## config.mk

```make
export PLATFORM = sky130hd
export DESIGN_NAME = rwt_ram
export DESIGN_NICKNAME = d
export VERILOG_FILES = /design/src/rwt_ram.sv
export SDC_FILE = /design/constraint.sdc
export NUM_CORES = 1
export LEC_CHECK = 0
export ABC_CLOCK_PERIOD_IN_PS = 2100
export BUFFER_PORTS_ARGS = -buffer_cell sky130_fd_sc_hd__buf_2
export CAP_MARGIN = 20
export CORE_MARGIN = 2
export CORE_UTILIZATION = 35
export CTS_BUF_LIST = sky130_fd_sc_hd__clkbuf_4
export DETAILED_ROUTE_END_ITERATION = 7
export GPL_TIMING_DRIVEN = 0
export PLACE_DENSITY = 0.57
export SLEW_MARGIN = 0
export SYNTH_ARGS = -nofsm -noshare
export SYNTH_HDL_FRONTEND = slang
export SYNTH_SLANG_ARGS = --single-unit
```

## constraint.sdc

```tcl
create_clock -name clk -period 2.1 [get_ports clk]
set_input_delay 0.525 -clock clk [delete_from_list [all_inputs] [get_ports clk]]
set_output_delay 0.525 -clock clk [all_outputs]
set_load 0.1 [all_outputs]
```

## src/rwt_ram.sv

```systemverilog
// Generic single-write, single-read RAM with registered read data.
module rwt_ram #(
	parameter int WIDTH = 8,
	parameter int DEPTH = 16,
	localparam int AW   = $clog2(DEPTH)
) (
	input  logic             clk,
	input  logic             we,
	input  logic [AW-1:0]    waddr,
	input  logic [WIDTH-1:0] wdata,
	input  logic             re,
	input  logic [AW-1:0]    raddr,
	output logic [WIDTH-1:0] rdata
);

	logic [WIDTH-1:0] mem [DEPTH];

	// Write port
	always_ff @(posedge clk) begin
		if (we) begin
			mem[waddr] <= wdata;
		end
	end

	// Registered read port
	always_ff @(posedge clk) begin
		if (re) begin
			rdata <= mem[raddr];
		end
	end

endmodule

```

---- Yosys cells after proc, flatten, opt, wreduce, memory -nomap -nowiden ----
Memory sizes are Yosys's and may differ from the RTL's. A register that Yosys moved wholly into a read port is not among the register bits.
Index checks and enable logic that the tools add are counted.
cells by class
  muxes and demuxes ....................... 2
operator list
  cell              number
  1-bit 2-to-1 mux  2
storage, ports and cells
  register bits after elaboration ......... 0
  RAM bits ................................ 128
  input port bits ......................... 19
  output and inout bits ................... 8
  word-level logic and storage cells ...... 3
  memories kept ........................... 1
memories
  name  words  bits a word  rd ports  clocked after Yosys merged registers in  wr ports  RTL line  text
  mem   16     8            1         1                                        1         16        logic [WIDTH-1:0] mem [DEPTH];

---- Depth between registers and ports, before layout ----
  depth after elaboration ................. 2
  mapped depth ............................ 5
  mapped depth without buffers ............ 3

---- Worst setup path before layout ----
No wires, ideal clock.
  path kind ............................... in2reg
  start ................................... in waddr[2]
  end ..................................... mem mem[0][0], enable pin
  arrival time ............................ 1.635 ns
  data required time ...................... 1.717 ns
  path slack .............................. 0.082 ns
  stages on the path ...................... 2
  path buffers ............................ 0
  cell sequence ........................... or3b_2 nor3_1
RTL lines
  what             RTL line  text
  start, declared  9         input logic [AW-1:0] waddr,
  end, declared    16
No word-level cell before the write port.

---- Worst setup path after layout ----
  start ................................... reg rdata[5] (read register of mem)
  end ..................................... out rdata[5]
RTL lines
  what             RTL line  text
  start, declared  13        output logic [WIDTH-1:0] rdata
No word-level cell between the ends.

==> impl_metrics.csv <==
group,metric,value,unit
layout,drive_gt1_frac,0.301,
floorplan,die_h,126,um
global_route,grt_busiest_layer,"met2",
logic_synthesis,syn-num-nets,248,
power_and_ir_drop,power_frac_comb,0.075,
detailed_routing,antenna_left,0,
global_route,grt_max_degree,17,
cts,cts_hold_buffers,0,
logic_synthesis,synth-edff-count,136,
layout,area_delta_synth_final,12.7,%
cts,clkSinkCount,136,
logic_synthesis,ys_types,18,
cts,clk-insertion-delay-late,510,ps
placed_design,finalWeightedCongestion,0.806,
cts,cts_tree,"built",
power_and_ir_drop,p_int,4.02,mW
global_route,grt_pass1_vias,2544,
layout,finalNetCount,296,
logic_synthesis,synth_xor_area_frac,0,
detailed_routing,vias_per_cell,5.15,
global_route,antenna_found_initial,0,
logic_synthesis,syn_area_per_cell,22.8,um^2
placed_design,port_buffers,25,
cts,cts_setup_buffers,0,
critical_path,cp_max_fo,1,
power_and_ir_drop,seq_power_share,0.593,
logic_synthesis,ys_async_sr_fraction,0,
power_and_ir_drop,swShare,0.223,
sta,slew_violations,0,
floorplan,dieArea,0.0159,mm^2
global_route,met3_usage,0.0459,
logic_synthesis,synth_compound_area_frac,0.0230,
worst_hold_path,hold_class,"in -> reg",
floorplan,rows,44,
layout,nFillCells,1282,
placed_design,dp_hpwl,6820,um
critical_path,slowest_delay,420,ps
critical_path,cp_slowest_cell,"buf_2",
logic_synthesis,synth_common_cells,"edfxtp_1 (136), mux4_2 (18), a22oi_1 (16), mux4_1 (14), nor2_1 (13)",
floorplan,start_util,0.358,
logic_synthesis,yosysSeqAreaShare,0.781,
sta,min_period_over_period,0.854,
critical_path,crit_buf_inv,1,
critical_path,critPathCaptureType,"primary output",
cts,cts_resized,0,
detailed_routing,wl_per_cell,21.9,um
logic_synthesis,synth_fa_ha_area_frac,0,
sta,tightest_slew,883,ps
floorplan,ioPinCount,27,
layout,fin_area,0.00589,mm^2
logic_synthesis,syn_area,0.00523,mm^2
cts,cts_buffers,17,
logic_synthesis,ys_warn_count,0,
flow_run,maxCapViolations,0,
critical_path,crit_chain,"buf_2",
sta,fin_setup_tns,0,ps
cts,htree_levels,4,
sta,max_freq,557,MHz
detailed_routing,dr_total_vias,2435,
sta,slew_headroom,0.409,
power_and_ir_drop,power_frac_clock,0.331,
global_route,grt.total_usage,0.137,
global_route,use_met2,0.211,
power_and_ir_drop,ir_worst_vdd,0.501,mV
sta,fin_crit,1790,ps
cts,path_clk_slew,110,ps
logic_synthesis,synth-simple-area-share,0.0314,
global_route,grt_use_met1,0.184,
critical_path,critPathLaunchType,"register",
logic_synthesis,netlist_instances,229,
logic_synthesis,ys_top_cells_by_area,"edfxtp_1 (78%), mux4_2 (7.8%), mux4_1 (7.0%)",
power_and_ir_drop,switchingPower,1.15,mW
placed_design,place_area,0.00561,mm^2
critical_path,path_delay_family,"buffers and inverters",
power_and_ir_drop,power.density,877,mW/mm^2
sta,setup_viol,0,
logic_synthesis,ys_ff_latch,136,
floorplan,die_w,126,um
sta,rsz0062_at_grt,"no",
logic_synthesis,synth_top_family_by_area,"multiplexers",
detailed_routing,wirelength,10300,um
global_route,grt_pass1_wl,15400,um
detailed_routing,initialDrtViolationCount,174,
sta,hold_viol,0,
cts,clockBufferDepth,2,
critical_path,worstSetupPathType,"reg -> out",
logic_synthesis,yosysMostFrequentCell,"edfxtp_1",
cts,clockRootBuffer,"clkbuf_4",
logic_synthesis,netlist.area_leader.share,0.781,
logic_synthesis,synthMuxAreaShare,0.148,
run_status,status,"finished, final reports clean",
detailed_routing,drc,0,
critical_path,cp.required,1570,ps
detailed_routing,drt_first_pass_iters,4,
power_and_ir_drop,leakagePower,1.94,nW
logic_synthesis,ys_dominant_reg_cell,"edfxtp_1",
sta,skew,13.4,ps
logic_synthesis,yosys.area.top_type,"edfxtp_1",
critical_path,crit_arrival,1270,ps
floorplan,coreArea,0.0146,mm^2
layout,antenna_cells,0,
global_route,grt.overflow.total,0,
==> layout by cell type (no fill, tap or decap), drive strengths merged <==
| cell | netlist | final |
|---|---|---|
| edfxtp | 136 | 136 |
| and2b | 1 | 1 |
| clkbuf | 0 | 20 |
| nor2b | 1 | 1 |
| nand2b | 2 | 2 |
| nand2 | 9 | 9 |
| nand3 | 1 | 1 |
| a22oi | 16 | 16 |
| buf | 7 | 36 |
| nor3 | 4 | 4 |
| nor2 | 13 | 13 |
| nand3b | 2 | 2 |
| bufinv | 0 | 3 |
| clkdlybuf4s25 | 3 | 3 |
| or3b | 1 | 1 |
| and2 | 1 | 1 |
| clkinv | 0 | 8 |
| mux4 | 32 | 32 |
==> cell type report <==
type / instances / area [um^2] / area share
buffer: 10 / 86.3 / 0.0147
clock buffer: 20 / 150 / 0.0255
clock inverter: 11 / 131 / 0.0223
multi-input combinational: 83 / 1060 / 0.180
sequential: 136 / 4080 / 0.693
tap: 184 / 230 / 0.0391
timing repair buffer: 29 / 150 / 0.0255
==> sequential cells by signal, summed over array words and instances, names as in the netlist <==
name and count:
mem 128, rdata 8
==> worst paths after layout <==
kind | slack, ps | end | startpoint | depth (start not counted)
max | 310 | rdata[5] | rdata[5] | 1
min | 350 | rdata[2] | re | 1
max reg2reg | 420 | rdata[2] | mem[1][2] | 3
min reg2reg | 770 | rdata[1] | mem[13][1] | 3
==> metal layers <==
layer / wire (um) / share of wire
met5: 0 / 0
met1: 4460 / 0.43
met2: 4890 / 0.47
met3: 768 / 0.074
met4: 221 / 0.021
==> per-stage QoR <==
step	instances	total power, mW	util	worst slack [ps]	hold WS (ps)
detailed placement	442	3.52	0.384	-211	740
CTS	473	5.21	0.404	254	319
global route	473	5.34	0.404	230	313
finish	473	5.17	0.404	306	352
floorplan	229	3.38	-	82.1	624
global placement	438	3.51	0.383	-539	737
==> power by group through the flow <==
stage,combinational [mW],clock (mW),sequential [mW]
floorplan,0.154,0,3.22
detailed placement,0.393,0,3.13
CTS,0.394,1.75,3.07
global route,0.412,1.86,3.07
finish,0.389,1.71,3.07
global placement,0.386,0,3.12
==> cells by family after synthesis <==
logic type             after synthesis
flip-flops                         136
AO/OA/AOI/OAI                       16
multiplexers                        32
AND/OR/NAND/NOR                     35
buffers and inverters               10
Power figures use the tool's default switching activity.
