==> config.mk <==
export PLATFORM = sky130hd
export DESIGN_NAME = rwt_run_unit
export DESIGN_NICKNAME = d
export VERILOG_FILES = /design/src/rwt_pkg.sv /design/src/rwt_run_unit.sv
export SDC_FILE = /design/constraint.sdc
export NUM_CORES = 1
export LEC_CHECK = 0
export ABC_AREA = 1
export CAP_MARGIN = 25
export CELL_PAD_IN_SITES_DETAIL_PLACEMENT = 0
export CELL_PAD_IN_SITES_GLOBAL_PLACEMENT = 1
export CORE_ASPECT_RATIO = 1.1
export CORE_MARGIN = 1
export CORE_UTILIZATION = 45
export CTS_CLUSTER_DIAMETER = 150
export DETAILED_ROUTE_END_ITERATION = 16
export DONT_BUFFER_PORTS = 1
export GPL_TIMING_DRIVEN = 0
export PLACE_DENSITY_LB_ADDON = 0.12
export SLEW_MARGIN = 40
export SYNTH_ARGS = -nofsm -noshare
export SYNTH_HDL_FRONTEND = slang
export SYNTH_SLANG_ARGS = --single-unit
==> constraint.sdc <==
create_clock -name clk -period 5.9 [get_ports clk]
set_clock_uncertainty 0.05 [all_clocks]
set_input_delay 0.59 -clock clk [delete_from_list [all_inputs] [get_ports clk]]
set_output_delay 0.59 -clock clk [all_outputs]
set_load 0.005 [all_outputs]
==> src/rwt_pkg.sv <==
// Shared constants and types of the retransmit window tracker.
package rwt_pkg;

	// Entry store size; ENTRY_COUNT is a power of two
	localparam int ENTRY_COUNT = 1024;
	localparam int ADDR_BITS   = $clog2(ENTRY_COUNT);

	// Width of head and length inside the entry store
	localparam int OFFSET_BITS = 16;

	// Fixed widths of the channel fields
	localparam int MSG_ID_BITS    = 10;
	localparam int FIELD_OFS_BITS = 16;

	// Receive window and time stamps
	localparam int WIN_BITS     = 64;
	localparam int WIN_IDX_BITS = $clog2(WIN_BITS);
	localparam int RUN_BITS     = $clog2(WIN_BITS) + 1;
	localparam int STAMP_BITS   = 64;

	// Resend cutoff register
	localparam int          CUTOFF_BITS  = 32;
	localparam logic [31:0] CUTOFF_RESET = 32'd200000;

	// Item and result codes
	localparam logic OP_TOUCH    = 1'b0;
	localparam logic OP_SCAN     = 1'b1;
	localparam logic KIND_DONE   = 1'b0;
	localparam logic KIND_RESEND = 1'b1;

	// One entry of the message store
	typedef struct packed {
		logic [STAMP_BITS-1:0]  stamp;
		logic [WIN_BITS-1:0]    win;
		logic [OFFSET_BITS-1:0] head;
		logic [OFFSET_BITS-1:0] len;
	} entry_t;

	localparam int ENTRY_BITS = $bits(entry_t);

endpackage

==> src/rwt_run_unit.sv <==
// Multi-cycle search for the run of received packets at the bottom of a window.
module rwt_run_unit (
	input  logic                         clk,
	input  logic                         arst_n,
	input  logic                         start,
	input  logic [rwt_pkg::WIN_BITS-1:0] win_in,
	output logic                         done,
	output logic [rwt_pkg::WIN_BITS-1:0] win_out,
	output logic [rwt_pkg::RUN_BITS-1:0] shift
);

	import rwt_pkg::*;

	localparam int STEP     = 8;
	localparam int STEP_IDX = $clog2(STEP);

	logic                busy_q;
	logic                done_q;
	logic [WIN_BITS-1:0] win_q;
	logic [RUN_BITS-1:0] cnt_q;
	logic [STEP_IDX:0]   ones;
	logic                last;
	logic                stop;

	// Trailing ones of the low byte
	always_comb begin
		ones = '0;
		stop = 1'b0;
		for (int i = 0; i < STEP; i++) begin
			if (!stop && win_q[i]) begin
				ones = ones + 1'b1;
			end else begin
				stop = 1'b1;
			end
		end
		last = (win_q[STEP-1:0] != {STEP{1'b1}});
	end

	// Control: busy while whole bytes of ones are being dropped
	always_ff @(posedge clk or negedge arst_n) begin
		if (!arst_n) begin
			busy_q <= 1'b0;
			done_q <= 1'b0;
		end else begin
			done_q <= busy_q && last && !start;
			if (start) begin
				busy_q <= 1'b1;
			end else if (busy_q && last) begin
				busy_q <= 1'b0;
			end
		end
	end

	// Window shifts down one byte a step, then by the partial run
	always_ff @(posedge clk) begin
		if (start) begin
			win_q <= win_in;
			cnt_q <= '0;
		end else if (busy_q) begin
			if (last) begin
				win_q <= win_q >> ones[STEP_IDX-1:0];
				cnt_q <= cnt_q + RUN_BITS'(ones);
			end else begin
				win_q <= win_q >> STEP;
				cnt_q <= cnt_q + RUN_BITS'(STEP);
			end
		end
	end

	assign done    = done_q;
	assign win_out = win_q;
	assign shift   = cnt_q;

endmodule

### After elaboration in Yosys (flattened, before gate mapping)

Cells that the tools add are included.

| cells by class | value |
|---|---|
| $add $sub $neg | 9 |
| $mul | 0 |
| divide/modulo/power cells | 0 |
| magnitude comparators | 0 |
| eq/ne operators | 1 |
| shift-type cells | 1 |
| multiplexer cells | 21 |
| bitwise gates (word level) | 0 |
| reductions and logical operators | 18 |

Operators with widths:

| operator | number |
|---|---|
| 64-bit two-way mux | 3 |
| 64-bit by 3-bit >> shifter with 64-bit output | 1 |
| 4-bit by 1-bit adder with 4-bit output (second input constant) | 6 |
| 4-bit two-way mux | 6 |
| 1-bit two-way mux | 10 |
| 1-bit logical AND | 9 |
| 8-bit inequality test (second input constant) | 1 |
| 7-bit by 4-bit adder with 7-bit output | 1 |
| 7-bit by 4-bit adder with 7-bit output (second input constant) | 1 |
| 1-bit zero test | 7 |
| 7-bit two-way mux | 1 |
| 2-bit nonzero test | 2 |
| 1-bit by 1-bit adder with 2-bit output (second input constant) | 1 |
| 2-bit two-way mux | 1 |

| word-level totals | value |
|---|---|
| bits in registers | 73 |
| latch bits | 0 |
| bits in writable memories | 0 |
| bits in read-only memories | 0 |
| output and inout port bits | 72 |
| memories kept | 0 |

### Logic depth before layout (Yosys ltp)

| depth | value |
|---|---|
| depth in word-level cells | 24 |
| gate-level depth with buffers | 34 |

### Least setup slack after synthesis

OpenSTA, ideal clock, no wires.

| timing path | value |
|---|---|
| path type | register to register |
| start | register win_q[1] (netlist: win_out[1]) |
| end | register cnt_q[6] (netlist: shift[6]) |
| setup time | 127 ps |
| data arrival time | 4542 ps |
| slack | 1181 ps |
| cell stages (with the launch flop) | 30 |
| path buffers | 1 |
| period minus slack after synthesis | 4719 ps |
| cell sequence | edfxtp_1 > nand2_2 > inv_1 > ha_1 > inv_1 > nand3_1 > nand2_1 > inv_1 > ha_1 > inv_1 > nand3_1 > nand2_1 > inv_1 > ha_1 > nand2_1 > nand2_1 > ha_1 > or2_1 > and2_1 > ha_1 > nand2_1 > nand2_4 > buf_2 > fa_1 > nand3_1 > and2_0 > inv_1 > o2111ai_1 > xor2_1 > nor2_1 |

| between the ends | value |
|---|---|
| longest elaborated chain between the ends | 22 |
| elaborated cells on any way between the ends | 35 |
| those cells by class | add/sub: 7; eq/ne: 1; mux: 14; reduce/logical: 13 |

RTL lines:

| what | RTL line | RTL |
|---|---|---|
| from (decl) | rwt_run_unit.sv:19 | `logic [WIN_BITS-1:0] win_q;` |
| from (signal assigned) | rwt_run_unit.sv:57 | `win_q <= win_in;` |
| from (signal assigned) | rwt_run_unit.sv:61 | `win_q <= win_q >> ones[STEP_IDX-1:0];` |
| from (signal assigned) | rwt_run_unit.sv:64 | `win_q <= win_q >> STEP;` |
| branches (longest 21 deep; another with 4-bit by 1-bit adder with 4-bit output) | - |  |
| 7-bit two-way mux (*) | rwt_run_unit.sv:60 | `if (last) begin` |
| to (signal assigned) | rwt_run_unit.sv:62 | `cnt_q <= cnt_q + RUN_BITS'(ones);` |
| to (signal assigned) | rwt_run_unit.sv:65 | `cnt_q <= cnt_q + RUN_BITS'(STEP);` |
| to (decl) | rwt_run_unit.sv:20 | `logic [RUN_BITS-1:0] cnt_q;` |

Every way passes the cells marked *.
A chain may end at the register's enable or synchronous reset.

### Worst setup path in the final report

| timing path | value |
|---|---|
| start | register win_q[2] (netlist: win_out[2]) |
| end | register cnt_q[6] (netlist: shift[6]) |

| between the ends | value |
|---|---|
| longest elaborated chain between the ends | 19 |
| elaborated cells on any way between the ends | 30 |
| those cells by class | add/sub: 6; eq/ne: 1; mux: 12; reduce/logical: 11 |

RTL lines:

| what | RTL line |
|---|---|
| branches (longest 18 deep; another with 4-bit by 1-bit adder with 4-bit output) | - |
| 7-bit two-way mux (*) | rwt_run_unit.sv:60 |

Marks and branches as above.

==> flow_summary.toml <==
[clocking]
cts_root_buf = "clkbuf_16"
cts_htree_levels = 3
cts_resized = 0
cts_hold_buf = 1
cts.sinks = 73
cts.path.max_buffers = 2
cts_setup_buffers = 0
clk_latency_ps = 360
cts_tree = "built"
numCtsBuffers = 9
clkSlewWorstSetupHoldPaths_ps = 60

[power]
p_clk_share_pct = 17.2
share_comb_of_total_power_pct = 53.3
leakage_nw = 4.26
power_w = 0.00309
p_switching_w = 0.00155
ir_drop_mv = 0.169
power_per_cell_area_nw_per_um2 = 375
netSwitchingFraction_pct = 50.0
p_int_w = 0.00154
pwr-share-seq_pct = 29.4

[logic_synthesis]
yosys.area_share.simple_pct = 50.8
synthesis.nets = 1382
avgSynthCellArea_sq_um = 5.89
yosysSeqAreaShare_pct = 27.5
ys_ff_latch = 73
syn_area_sq_um = 7680
synthXorXnorAreaFrac_pct = 0.342
synth_compound_area_share_pct = 9.11
synth_mux_area_share_pct = 0
synth-warning-count = 0
ys_types = 41
netlist_instances = 1304
synth_top_family_by_area = "simple AND/OR/NAND/NOR gates"
synthAdderAreaFrac_pct = 1.89

[die]
die_y_um = 139
start_util_pct = 46.6
dieArea_sq_um = 17600
rows = 49
core_area_sq_um = 16500
pin_count = 139
die_x_um = 127

[global_routing]
globalRouteOverflowTotal = 0
grt_max_degree = 36
grt_first_pass_wirelength_mm = 44.5
grt_usage_pct = 32.4
grt_pass1_vias = 8203
antenna_found_initial = 0

[min_path]
holdCritPathClass = "input pin to flop"

[sta]
hold_viol_final = 0
worst_slew_pin_slew_ps = 770
post-route-period-util_pct = 93.4
holdWs_ps = 373
setup_violations = 0
drv_slew = 0
min_period_ps = 5510
tns_ps = 0
rsz0062_at_grt = "false"
slew-limit-headroom_pct = 48.7
fmax_mhz = 181
fin_ws_ps = 389

[drt]
dr.pass1.iters = 6
drtIter0Drc = 718
viasPerCell = 5.85
ant_nets = 0
vias = 8931
drc = 0
wl_per_cell_um = 18.7
wl_mm = 28.5

[critical_path]
path_class = "flop to flop"
critPathLaunchType = "flop"
worstPathArrival_ps = 5680
endpoint_kind = "flop"
cp.required_ps = 6070
path_max_fanout = 11
path_common_cell = "inv_1"
worst_path_max_delay_cell = "edfxtp_1"
critical_path.max_stage_delay_ps = 490

[layout]
area.growth.synth_to_final_pct = 7.32
fin_nets = 1395
layout_common_cells = "480 x nand2_1, 337 x nand3_1, 106 x a21oi_1"
diodes = 0
final_common_cell = "nand2_1"
fin_cells = 1526
layout-drive-gt1-share_pct = 6.28

[status]
status = "finished clean"

[place]
dp_hpwl_mm = 21.0
place_ws_ps = 457
gp_congestion = 0.908
io_buffers = 0
dp.cells = 1509

[job]
drv_cap = 0
-- cell type report --
| cell class | count | area, sq um |
|---|---|---|
| Timing Repair Buffer | 2 | 30.0 |
| Multi-Input combinational cell | 1044 | 4770 |
| Clock inverter | 6 | 33.8 |
| Inverter | 84 | 320 |
| Clock buffer | 10 | 239 |
| Sequential cell | 73 | 2110 |
| Fill cell | 1822 | 8250 |
| Buffer | 103 | 480 |
| Tap cell | 204 | 255 |
-- per-layer routing --
layer  part of all wire [%]  routed length, um  up-vias  GRT usage (%)
li1                       -                  -     4364              -
met5                      0                  0        -              0
met4                    2.4                670        0           10.6
met1                     43              12300     4139           42.6
met3                    7.1               2020       41           5.36
met2                     47              13500      387           53.9
-- registers in the layout, indices dropped and copies added (netlist names) --
name,cells
done,1
busy_q,1
shift,7
win_out,64
-- worst max-delay path: cells and delay by family (launching register included) --
family	cells	cell delay (ps)
compound gates	2	440
xor+xnor	1	170
fa+ha+maj	6	1770
buf+inv	7	630
flops	1	490
simple gates	13	1800
-- power by group through the flow --
stage	clock, W	combinational [W]	sequential (W)
after global placement	0	0.00161	0.000919
after floorplan	0	0.00125	0.000819
final	0.000532	0.00165	0.000909
after CTS	0.000537	0.00163	0.000905
after detailed placement	0	0.00161	0.000914
after global routing	0.000551	0.00188	0.000921
-- path summary, 6_finish.rpt --
| kind | start | end | slack, ps | depth (start not counted) |
|---|---|---|---|---|
| worst max register to register | win_out[2] | shift[6] | 390 | 29 |
| worst min register to register | shift[0] | shift[0] | 460 | 2 |
| min in group asynchronous | arst_n | done | 440 | 1 |
| worst min-delay path | win_in[57] | win_out[57] | 370 | 2 |
| max in group asynchronous | arst_n | busy_q | 5220 | 1 |
| worst max-delay path | win_out[2] | shift[6] | 390 | 29 |
-- cells by family (layout without fill, tap and decap cells) --
kind of cell,after synthesis,count (layout)
fa+ha+maj,11,11
buf+inv,187,205
compound gates,135,135
simple gates,895,895
xor+xnor,3,3
flops,73,73
-- cell usage after synthesis (all sizes together) --
cell	count	area share, %
o22ai	1	0.082
or2	2	0.16
edfxtp	64	25
xnor2	1	0.11
a21boi	1	0.098
a22o	1	0.11
dfrtp	2	0.65
o21ai	19	1.2
o211ai	2	0.20
nand3b	1	0.098
dfxtp	7	1.8
a21oi	106	6.9
inv	83	4.1
o31ai	2	0.20
buf	67	4.5
nand4	4	0.52
nand3	339	22
xor2	2	0.23
clkinv	1	0.049
and2	2	0.16
nor2	61	3.4
ha	10	1.6
o2111ai	1	0.11
a31oi	2	0.16
nand2	486	24
fa	1	0.26
clkbuf	36	1.8
-- per-stage QoR --
step / cell area [sq um] / utilization, %
detailed placement: 7960 / 48.2
global route: 8240 / 50.0
CTS: 8240 / 50.0
finish: 8240 / 50.0
floorplan: 7680 / -
global placement: 7930 / 48.1
(Power assumes the default switching activity.)
